==> src/design/n2d_pkg.sv <==
// n2d_pkg: shared types and constants for the nfa to dfa subset construction block
// depends on nothing
package n2d_pkg;

   localparam int NFA_STATES = 8;
   localparam int SYMBOLS    = 4;
   localparam int DFA_STATES = 64;

   localparam int NFA_W   = 3;
   localparam int SYM_W   = 2;
   localparam int ID_W    = 6;
   localparam int COUNT_W = 7;
   localparam int NTAB_W  = NFA_W + SYM_W;
   localparam int DTAB_W  = ID_W + SYM_W;

   localparam logic [1:0] MODE_LOAD = 2'd0;
   localparam logic [1:0] MODE_RUN  = 2'd1;
   localparam logic [1:0] MODE_READ = 2'd2;

   localparam logic CSR_SYMBOL_COUNT = 1'b0;
   localparam logic CSR_FINAL_MASK   = 1'b1;

   typedef struct packed {
      logic [1:0]       mode;
      logic [NFA_W-1:0] nfa_state;
      logic [SYM_W-1:0] symbol;
      logic [7:0]       target_mask;
      logic [ID_W-1:0]  dfa_state;
   } req_type;

   typedef struct packed {
      logic [COUNT_W-1:0] dfa_count;
      logic               overflow;
      logic [ID_W-1:0]    next_state;
      logic               has_next;
      logic               is_final;
      logic [7:0]         subset;
   } rsp_type;

   typedef struct packed {
      logic [ID_W-1:0] next_state;
      logic            has_next;
      logic            is_final;
      logic [7:0]      subset;
   } res_type;

   typedef enum logic [3:0] {
      ST_IDLE,
      ST_RDCAP,
      ST_INIT,
      ST_FETCH,
      ST_CUR,
      ST_UNION,
      ST_SRCH,
      ST_WRITE,
      ST_RESP
   } state_type;

endpackage

==> src/design/nfa_to_dfa_subset_construction.sv <==
// nfa_to_dfa_subset_construction: top level, nfa table, sequencer and subset search
// depends on n2d_pkg and n2d_ram
// load beat: table entry written on accept, then the resp state; read beat: rams captured in rdcap, then resp
// run beat: its length is set by the one-entry-per-cycle union over each subset and symbol
//   and by the serial search through the subset ram
// one beat at a time; a new beat is taken while the previous result waits in the output register
// synchronous reset clears the nfa table, counts and overflow flag, and sets config defaults
module nfa_to_dfa_subset_construction
   import n2d_pkg::*;
(
   input  logic    clock,
   input  logic    reset,
   input  logic    req_valid,
   output logic    req_ready,
   input  req_type req_data,
   output logic    rsp_valid,
   input  logic    rsp_ready,
   output rsp_type rsp_data,
   input  logic    csr_we,
   input  logic    csr_index,
   input  logic [7:0] csr_wdata
);

   state_type state_ff, state_in;

   logic [2:0]         symcnt_ff;
   logic [7:0]         fmask_ff;
   logic [7:0]         nfa_ff [NFA_STATES*SYMBOLS];
   req_type            item_ff, item_in;
   res_type            res_ff, res_in;
   logic [COUNT_W-1:0] count_ff, count_in;
   logic [COUNT_W-1:0] wp_ff, wp_in;
   logic [COUNT_W-1:0] k_ff, k_in;
   logic [ID_W-1:0]    pk_ff, pk_in;
   logic               pend_ff, pend_in;
   logic               ovf_ff, ovf_in;
   logic [NFA_W-1:0]   q_ff, q_in;
   logic [SYM_W-1:0]   s_ff, s_in;
   logic [7:0]         cur_ff, cur_in;
   logic [7:0]         uni_ff, uni_in;
   logic [ID_W:0]      ent_ff, ent_in;
   logic               rsp_valid_ff, rsp_valid_in;
   rsp_type            rsp_data_ff, rsp_data_in;

   logic               req_fire;
   logic [2:0]         nsym;
   logic [7:0]         uni_step;
   logic               hit;
   logic               load_we;

   logic               sr_we;
   logic [ID_W-1:0]    sr_waddr, sr_raddr;
   logic [8:0]         sr_wdata, sr_rdata;
   logic               dr_we;
   logic [DTAB_W-1:0]  dr_waddr, dr_raddr;
   logic [ID_W:0]      dr_rdata;

   n2d_ram #(.WIDTH(9), .DEPTH(DFA_STATES)) u_subset_ram (
      .clock (clock),
      .we    (sr_we),
      .waddr (sr_waddr),
      .wdata (sr_wdata),
      .raddr (sr_raddr),
      .rdata (sr_rdata)
   );

   n2d_ram #(.WIDTH(ID_W+1), .DEPTH(DFA_STATES*SYMBOLS)) u_dfa_ram (
      .clock (clock),
      .we    (dr_we),
      .waddr (dr_waddr),
      .wdata (ent_ff),
      .raddr (dr_raddr),
      .rdata (dr_rdata)
   );

   assign req_ready = (state_ff == ST_IDLE);
   assign req_fire  = req_valid && req_ready;
   assign rsp_valid = rsp_valid_ff;
   assign rsp_data  = rsp_data_ff;
   assign nsym      = (symcnt_ff > 3'(SYMBOLS)) ? 3'(SYMBOLS) : symcnt_ff;
   assign uni_step  = uni_ff | (cur_ff[q_ff] ? nfa_ff[{q_ff, s_ff}] : 8'h00);
   assign hit       = pend_ff && (sr_rdata[7:0] == uni_ff);
   assign load_we   = req_fire && (req_data.mode == MODE_LOAD);

   // next state
   always_comb begin
      state_in = state_ff;
      unique case (state_ff)
         ST_IDLE: begin
            if (req_fire) begin
               if (req_data.mode == MODE_RUN) begin
                  state_in = ST_INIT;
               end else if (req_data.mode == MODE_READ
                            && {1'b0, req_data.dfa_state} < count_ff) begin
                  state_in = ST_RDCAP;
               end else begin
                  state_in = ST_RESP;
               end
            end
         end
         ST_RDCAP: state_in = ST_RESP;
         ST_INIT:  state_in = ST_FETCH;
         ST_FETCH: state_in = ST_CUR;
         ST_CUR:   state_in = ST_UNION;
         ST_UNION: begin
            if (q_ff == NFA_W'(NFA_STATES-1)) begin
               if ({1'b0, s_ff} >= nsym || uni_step == 8'h00) begin
                  state_in = ST_WRITE;
               end else begin
                  state_in = ST_SRCH;
               end
            end
         end
         ST_SRCH: begin
            if (hit || k_ff >= count_ff) begin
               state_in = ST_WRITE;
            end
         end
         ST_WRITE: begin
            if (s_ff == SYM_W'(SYMBOLS-1)) begin
               state_in = (wp_ff + 1'b1 < count_ff) ? ST_FETCH : ST_RESP;
            end else begin
               state_in = ST_UNION;
            end
         end
         ST_RESP: begin
            if (!rsp_valid_ff || rsp_ready) begin
               state_in = ST_IDLE;
            end
         end
         default: state_in = ST_IDLE;
      endcase
   end

   // datapath and ram controls
   always_comb begin
      item_in      = item_ff;
      res_in       = res_ff;
      count_in     = count_ff;
      wp_in        = wp_ff;
      k_in         = k_ff;
      pk_in        = pk_ff;
      pend_in      = pend_ff;
      ovf_in       = ovf_ff;
      q_in         = q_ff;
      s_in         = s_ff;
      cur_in       = cur_ff;
      uni_in       = uni_ff;
      ent_in       = ent_ff;
      rsp_valid_in = rsp_valid_ff && !rsp_ready;
      rsp_data_in  = rsp_data_ff;
      sr_we        = 1'b0;
      sr_waddr     = count_ff[ID_W-1:0];
      sr_wdata     = {|(uni_ff & fmask_ff), uni_ff};
      sr_raddr     = k_ff[ID_W-1:0];
      dr_we        = 1'b0;
      dr_waddr     = {wp_ff[ID_W-1:0], s_ff};
      dr_raddr     = {item_ff.dfa_state, item_ff.symbol};
      unique case (state_ff)
         ST_IDLE: begin
            sr_raddr = req_data.dfa_state;
            dr_raddr = {req_data.dfa_state, req_data.symbol};
            if (req_fire) begin
               item_in = req_data;
               res_in  = '0;
            end
         end
         ST_RDCAP: begin
            res_in.is_final   = sr_rdata[8];
            res_in.subset     = sr_rdata[7:0];
            res_in.has_next   = dr_rdata[ID_W];
            res_in.next_state = dr_rdata[ID_W] ? dr_rdata[ID_W-1:0] : '0;
         end
         ST_INIT: begin
            sr_we    = 1'b1;
            sr_waddr = '0;
            sr_wdata = {fmask_ff[0], 8'h01};
            count_in = COUNT_W'(1);
            ovf_in   = 1'b0;
            wp_in    = '0;
         end
         ST_FETCH: begin
            sr_raddr = wp_ff[ID_W-1:0];
            s_in     = '0;
            q_in     = '0;
            uni_in   = '0;
         end
         ST_CUR: begin
            cur_in = sr_rdata[7:0];
         end
         ST_UNION: begin
            q_in    = q_ff + 1'b1;
            uni_in  = uni_step;
            k_in    = '0;
            pend_in = 1'b0;
            ent_in  = '0;
            if (q_ff == NFA_W'(NFA_STATES-1) && {1'b0, s_ff} >= nsym) begin
               uni_in = '0;
            end
         end
         ST_SRCH: begin
            if (hit) begin
               ent_in = {1'b1, pk_ff};
            end else if (k_ff < count_ff) begin
               pend_in = 1'b1;
               pk_in   = k_ff[ID_W-1:0];
               k_in    = k_ff + 1'b1;
            end else if (count_ff < COUNT_W'(DFA_STATES)) begin
               sr_we    = 1'b1;
               ent_in   = {1'b1, count_ff[ID_W-1:0]};
               count_in = count_ff + 1'b1;
            end else begin
               ovf_in = 1'b1;
               ent_in = '0;
            end
         end
         ST_WRITE: begin
            dr_we  = 1'b1;
            s_in   = s_ff + 1'b1;
            q_in   = '0;
            uni_in = '0;
            if (s_ff == SYM_W'(SYMBOLS-1)) begin
               wp_in = wp_ff + 1'b1;
            end
         end
         ST_RESP: begin
            if (!rsp_valid_ff || rsp_ready) begin
               rsp_valid_in           = 1'b1;
               rsp_data_in.dfa_count  = count_ff;
               rsp_data_in.overflow   = ovf_ff;
               rsp_data_in.next_state = res_ff.next_state;
               rsp_data_in.has_next   = res_ff.has_next;
               rsp_data_in.is_final   = res_ff.is_final;
               rsp_data_in.subset     = res_ff.subset;
            end
         end
         default: begin
         end
      endcase
   end

   always_ff @(posedge clock) begin
      if (reset) begin
         state_ff     <= ST_IDLE;
         symcnt_ff    <= 3'd4;
         fmask_ff     <= 8'h00;
         count_ff     <= '0;
         wp_ff        <= '0;
         ovf_ff       <= 1'b0;
         pend_ff      <= 1'b0;
         rsp_valid_ff <= 1'b0;
         for (int i = 0; i < NFA_STATES*SYMBOLS; i++) begin
            nfa_ff[i] <= 8'h00;
         end
      end else begin
         state_ff     <= state_in;
         count_ff     <= count_in;
         wp_ff        <= wp_in;
         ovf_ff       <= ovf_in;
         pend_ff      <= pend_in;
         rsp_valid_ff <= rsp_valid_in;
         if (csr_we) begin
            if (csr_index == CSR_SYMBOL_COUNT) begin
               symcnt_ff <= csr_wdata[2:0];
            end else begin
               fmask_ff <= csr_wdata;
            end
         end
         if (load_we) begin
            nfa_ff[{req_data.nfa_state, req_data.symbol}] <=
               nfa_ff[{req_data.nfa_state, req_data.symbol}] | req_data.target_mask;
         end
      end
   end

   always_ff @(posedge clock) begin
      item_ff     <= item_in;
      res_ff      <= res_in;
      k_ff        <= k_in;
      pk_ff       <= pk_in;
      q_ff        <= q_in;
      s_ff        <= s_in;
      cur_ff      <= cur_in;
      uni_ff      <= uni_in;
      ent_ff      <= ent_in;
      rsp_data_ff <= rsp_data_in;
   end

   a_count_bound: assert property (@(posedge clock) disable iff (reset)
      count_ff <= COUNT_W'(DFA_STATES))
      else $error("dfa count beyond storage");

   a_ovf_full: assert property (@(posedge clock) disable iff (reset)
      ovf_ff |-> count_ff == COUNT_W'(DFA_STATES))
      else $error("overflow with free storage");

   a_fetch_in_range: assert property (@(posedge clock) disable iff (reset)
      state_ff == ST_FETCH |-> wp_ff < count_ff)
      else $error("work pointer past stored subsets");

   a_run_start: assert property (@(posedge clock) disable iff (reset)
      req_fire && req_data.mode == MODE_RUN |=> state_ff == ST_INIT)
      else $error("run beat did not start construction");

endmodule

==> src/design/n2d_ram.sv <==
// n2d_ram: generic single write, single read ram with registered read data
// depends on nothing
module n2d_ram #(
   parameter int WIDTH = 8,
   parameter int DEPTH = 64
) (
   input  logic                     clock,
   input  logic                     we,
   input  logic [$clog2(DEPTH)-1:0] waddr,
   input  logic [WIDTH-1:0]         wdata,
   input  logic [$clog2(DEPTH)-1:0] raddr,
   output logic [WIDTH-1:0]         rdata
);

   logic [WIDTH-1:0] mem_ff [DEPTH];
   logic [WIDTH-1:0] rdata_ff;

   always_ff @(posedge clock) begin
      if (we) begin
         mem_ff[waddr] <= wdata;
      end
      rdata_ff <= mem_ff[raddr];
   end

   assign rdata = rdata_ff;

endmodule
==> config.mk <==
export PLATFORM = sky130hd
export DESIGN_NAME = nfa_to_dfa_subset_construction
export DESIGN_NICKNAME = d
export VERILOG_FILES = /design/src/design/n2d_pkg.sv /design/src/design/nfa_to_dfa_subset_construction.sv /design/src/design/n2d_ram.sv
export SDC_FILE = /design/constraint.sdc
export NUM_CORES = 2
export LEC_CHECK = 0
export BUFFER_PORTS_ARGS = -buffer_cell sky130_fd_sc_hd__buf_2
export CAP_MARGIN = 30
export CORE_AREA = 2 2 602 305
export CTS_CLUSTER_DIAMETER = 60
export CTS_CLUSTER_SIZE = 28
export DETAILED_ROUTE_END_ITERATION = 6
export DIE_AREA = 0 0 604 307
export PLACE_DENSITY = 0.78
export SYNTH_ARGS = -nofsm -noshare
export SYNTH_HDL_FRONTEND = slang
export SYNTH_SLANG_ARGS = --single-unit
export TNS_END_PERCENT = 10
==> constraint.sdc <==
create_clock -name clock -period 4.7 [get_ports clock]
set_input_delay 1.175 -clock clock [delete_from_list [all_inputs] [get_ports clock]]
set_output_delay 1.175 -clock clock [all_outputs]
set_load 0.005 [all_outputs]
==> impl_metrics.env <==
export IMPL_run_status="complete, but fails checks"
export IMPL_violations="DRC"
export IMPL_multi_input_area_sq_um=28500
export IMPL_finClkSkew_ns=0.0658
export IMPL_hold_path_class="flop to flop"
export IMPL_total_power_mw=49.2
export IMPL_die_area_sq_um=185000
export IMPL_crit_buf_inv=3
export IMPL_htree_levels=3
export IMPL_max_slew_margin_pct=26.5
export IMPL_overflow=0
export IMPL_synth_fa_ha_area_share_pct=0.355
export IMPL_grt_usage_pct=36.2
export IMPL_synth_xor_area_share_pct=0.171
export IMPL_cp_top_family="compound AO/OA/AOI/OAI gates"
export IMPL_ios=61
export IMPL_cp_slowest_cell="o22ai_1"
export IMPL_synth_nets=7434
export IMPL_cellLeakagePower_nw=38.8
export IMPL_dieHeight_um=307
export IMPL_clock_sinks=2761
export IMPL_critPathRequiredTime_ns=5.45
export IMPL_first_iter_violations=14636
export IMPL_ys_seq_area_share_pct=73.1
export IMPL_layout_min_cycle_time_ns=4.62
export IMPL_synth_area_leaders="edfxtp_1 72%, mux4_2 6.3%, nand2_1 3.9%"
export IMPL_synthFlopType="edfxtp_1"
export IMPL_crit_fanout=138
export IMPL_drive_gt1_share_pct=14.6
export IMPL_yosysTopAreaCellShare_pct=72.2
export IMPL_startpoint_type="flop"
export IMPL_fin_util_pct=67.3
export IMPL_grt_max_degree=160
export IMPL_ys_ff_latch=2761
export IMPL_hold_violations=0
export IMPL_synth_compound_area_share_pct=4.55
export IMPL_crit_path_end_kind="flop"
export IMPL_cts_buffer_depth=3
export IMPL_max_cap_violations=0
export IMPL_drcViolationCount=33
export IMPL_vias_per_cell=7.06
export IMPL_syn2layout_area_growth_pct=8.02
export IMPL_grt_pass1_vias=64597
export IMPL_synth_area_sq_um=113000
export IMPL_place_gp_congestion=0.984
export IMPL_wl_per_cell_um=33.8
export IMPL_critPathKind="flop to flop"
export IMPL_dpl_hpwl_mm=227
export IMPL_row_count=111
export IMPL_finalCritPeriodShare_pct=98.4
export IMPL_maxSlewViolCount=0
export IMPL_fmax_ghz=0.216
export IMPL_fin_tns_setup_ns=0
export IMPL_fin_worst_hold_slack_ns=0.427
export IMPL_synth_cell_types=76
export IMPL_synth_edf_count=2713
export IMPL_nNetsFinal=7534
export IMPL_post_cts_setup_buffers=0
export IMPL_synth_avg_cell_area_sq_um=15.3
export IMPL_antenna_found_initial=28
export IMPL_vias=70480
export IMPL_nFillCells=11824
export IMPL_antenna_left=0
export IMPL_die_x_um=604
export IMPL_core_area_sq_um=181000
export IMPL_cp_cell_sequence="buf_4, o41a_1, a21oi_4, buf_4, buf_12, nand2_1, and3_1, a311oi_1, a31oi_1, o22ai_1, nor3_1, nand3_1"
export IMPL_clk_pin_slew_ns=0.11
export IMPL_synth_common_cells="2713 x edfxtp_1, 1184 x nand2_1, 721 x nor2_1, 345 x nand3_1, 317 x mux4_2"
export IMPL_synthSimpleGateAreaFrac_pct=9.86
export IMPL_synth_mux_area_fraction_pct=10.1
export IMPL_cts_buffers=117
export IMPL_wirelength_mm=337
export IMPL_yosysWarnings=0
export IMPL_arrival_ns=5.37
export IMPL_synth_most_common_cell="edfxtp_1"
export IMPL_cts_root_buf="clkbuf_16"
export IMPL_stdcell_count=9990
export IMPL_initial_utilization_pct=62.3
export IMPL_slowest_delay_ns=0.89
export IMPL_syn_inst=7367
export IMPL_crit_path_frequent_cell="buf_4"
export IMPL_peakVddDrop_mv=0.384
export IMPL_grt_pass1_wl_mm=475
export IMPL_first_pass_iters=7
export IMPL_clock_latency_ns=0.81
export IMPL_synth_top_cell_by_area="edfxtp_1"
export IMPL_area_sequential_sq_um=82400
export IMPL_rsz0062_at_grt="false"
export IMPL_setup_viol=0
export IMPL_placed_cells=9767
export IMPL_async_flop_share_pct=0
export IMPL_cts_tree="built"
export IMPL_synth_top_family_by_area="multiplexers"
export IMPL_port_buffers=60
export IMPL_power_density_nw_per_um2=404
export IMPL_worst_pin_slew_ns=1.09
-- stage by stage --
stage	cell area [sq um]	setup slack (ns)
after floorplan	113000	0.654
after global placement	118000	-0.379
after detailed placement	118000	0.0429
after CTS	122000	0.146
after global routing	122000	0.137
final	122000	0.0757
-- area by class of cell --
type | count | area share (%)
repair buffers | 443 | 3.30
clock buffers | 157 | 2.61
flip-flops and latches | 2761 | 67.7
multi-input cells | 4124 | 23.4
well taps | 2429 | 2.49
diodes | 16 | 0.0329
inverters | 20 | 0.0657
clock inverters | 40 | 0.423
-- worst paths after layout --
check | start | to | slack (ns) | cells after the start
min | res_ff[5] | rsp_data[5] | 0.43 | 0
max | state_ff[0] | u_dfa_ram.rdata[2] | 0.08 | 12
min reg2reg | res_ff[5] | rsp_data[5] | 0.43 | 0
max reg2reg | state_ff[0] | u_dfa_ram.rdata[2] | 0.08 | 12
-- state kept, by name, summed over array words and instances, names as in the netlist, 8 cells and up --
name,cells
fmask_ff,8
item_ff,8
nfa_ff,256
cur_ff,8
u_dfa_ram.mem_ff,1792
res_ff,16
rsp_data,24
uni_ff,8
u_subset_ram.rdata,9
u_subset_ram.mem_ff,576
-- logic make-up (layout without fill, tap and decap cells) --
group                    count (synthesis)  after routing
adder cells (fa/ha/maj)                 32             32
buffers and inverters                  482            660
AND/OR/NAND/NOR                       2611           2611
AO/OA/AOI/OAI                          738            738
XOR/XNOR                                22             22
multiplexers                           721            721
flip-flops                            2761           2761
other                                    0             16
-- report_power, final --
| group | switching (mW) | internal, mW |
|---|---|---|
| combinational | 5.97 | 3.12 |
| clock | 7.63 | 5.19 |
| sequential | 0.313 | 27.0 |
| total | 13.9 | 35.3 |
-- layout by cell type, fill, tap and decap left out, types with 11 or more instances in the layout --
cell type,instances
inv_1,16
mux4_2,317
edfxtp_1,2713
a221oi_1,32
nand4_1,88
and2_1,20
nor2_1,713
a31oi_1,108
a21oi_1,127
o22ai_1,43
nor3_1,39
buf_2,62
and3_1,82
o221ai_1,26
nand3_1,345
o2111ai_1,52
dfxtp_1,48
xor2_1,12
diode_2,16
a41oi_1,11
mux2i_1,247
nand2_1,1180
a32oi_1,31
nor4_1,14
buf_4,313
buf_12,61
nand2b_1,51
o21ai_0,77
a22oi_1,58
clkbuf_16,120
nor2b_1,28
ha_1,32
o21ai_1,15
mux2_1,30
mux2_2,122
clkbuf_1,33
o211ai_1,24
a311oi_1,38
-- routing by layer --
layer  up-vias  global-route usage (%)  wire length (um)
met4        16                    7.96              8640
met5         -                       0                97
met2      6229                    45.2            130000
li1      28366                       -                 -
met3       531                    19.7             68900
met1     35338                    55.2            130000
-- what timing repair did --
action	CTS	global route
hold buffers	0	0
endpoints found under the setup margin	0	2
gates resized for setup	0	3
Power figures use the tool's default switching activity.
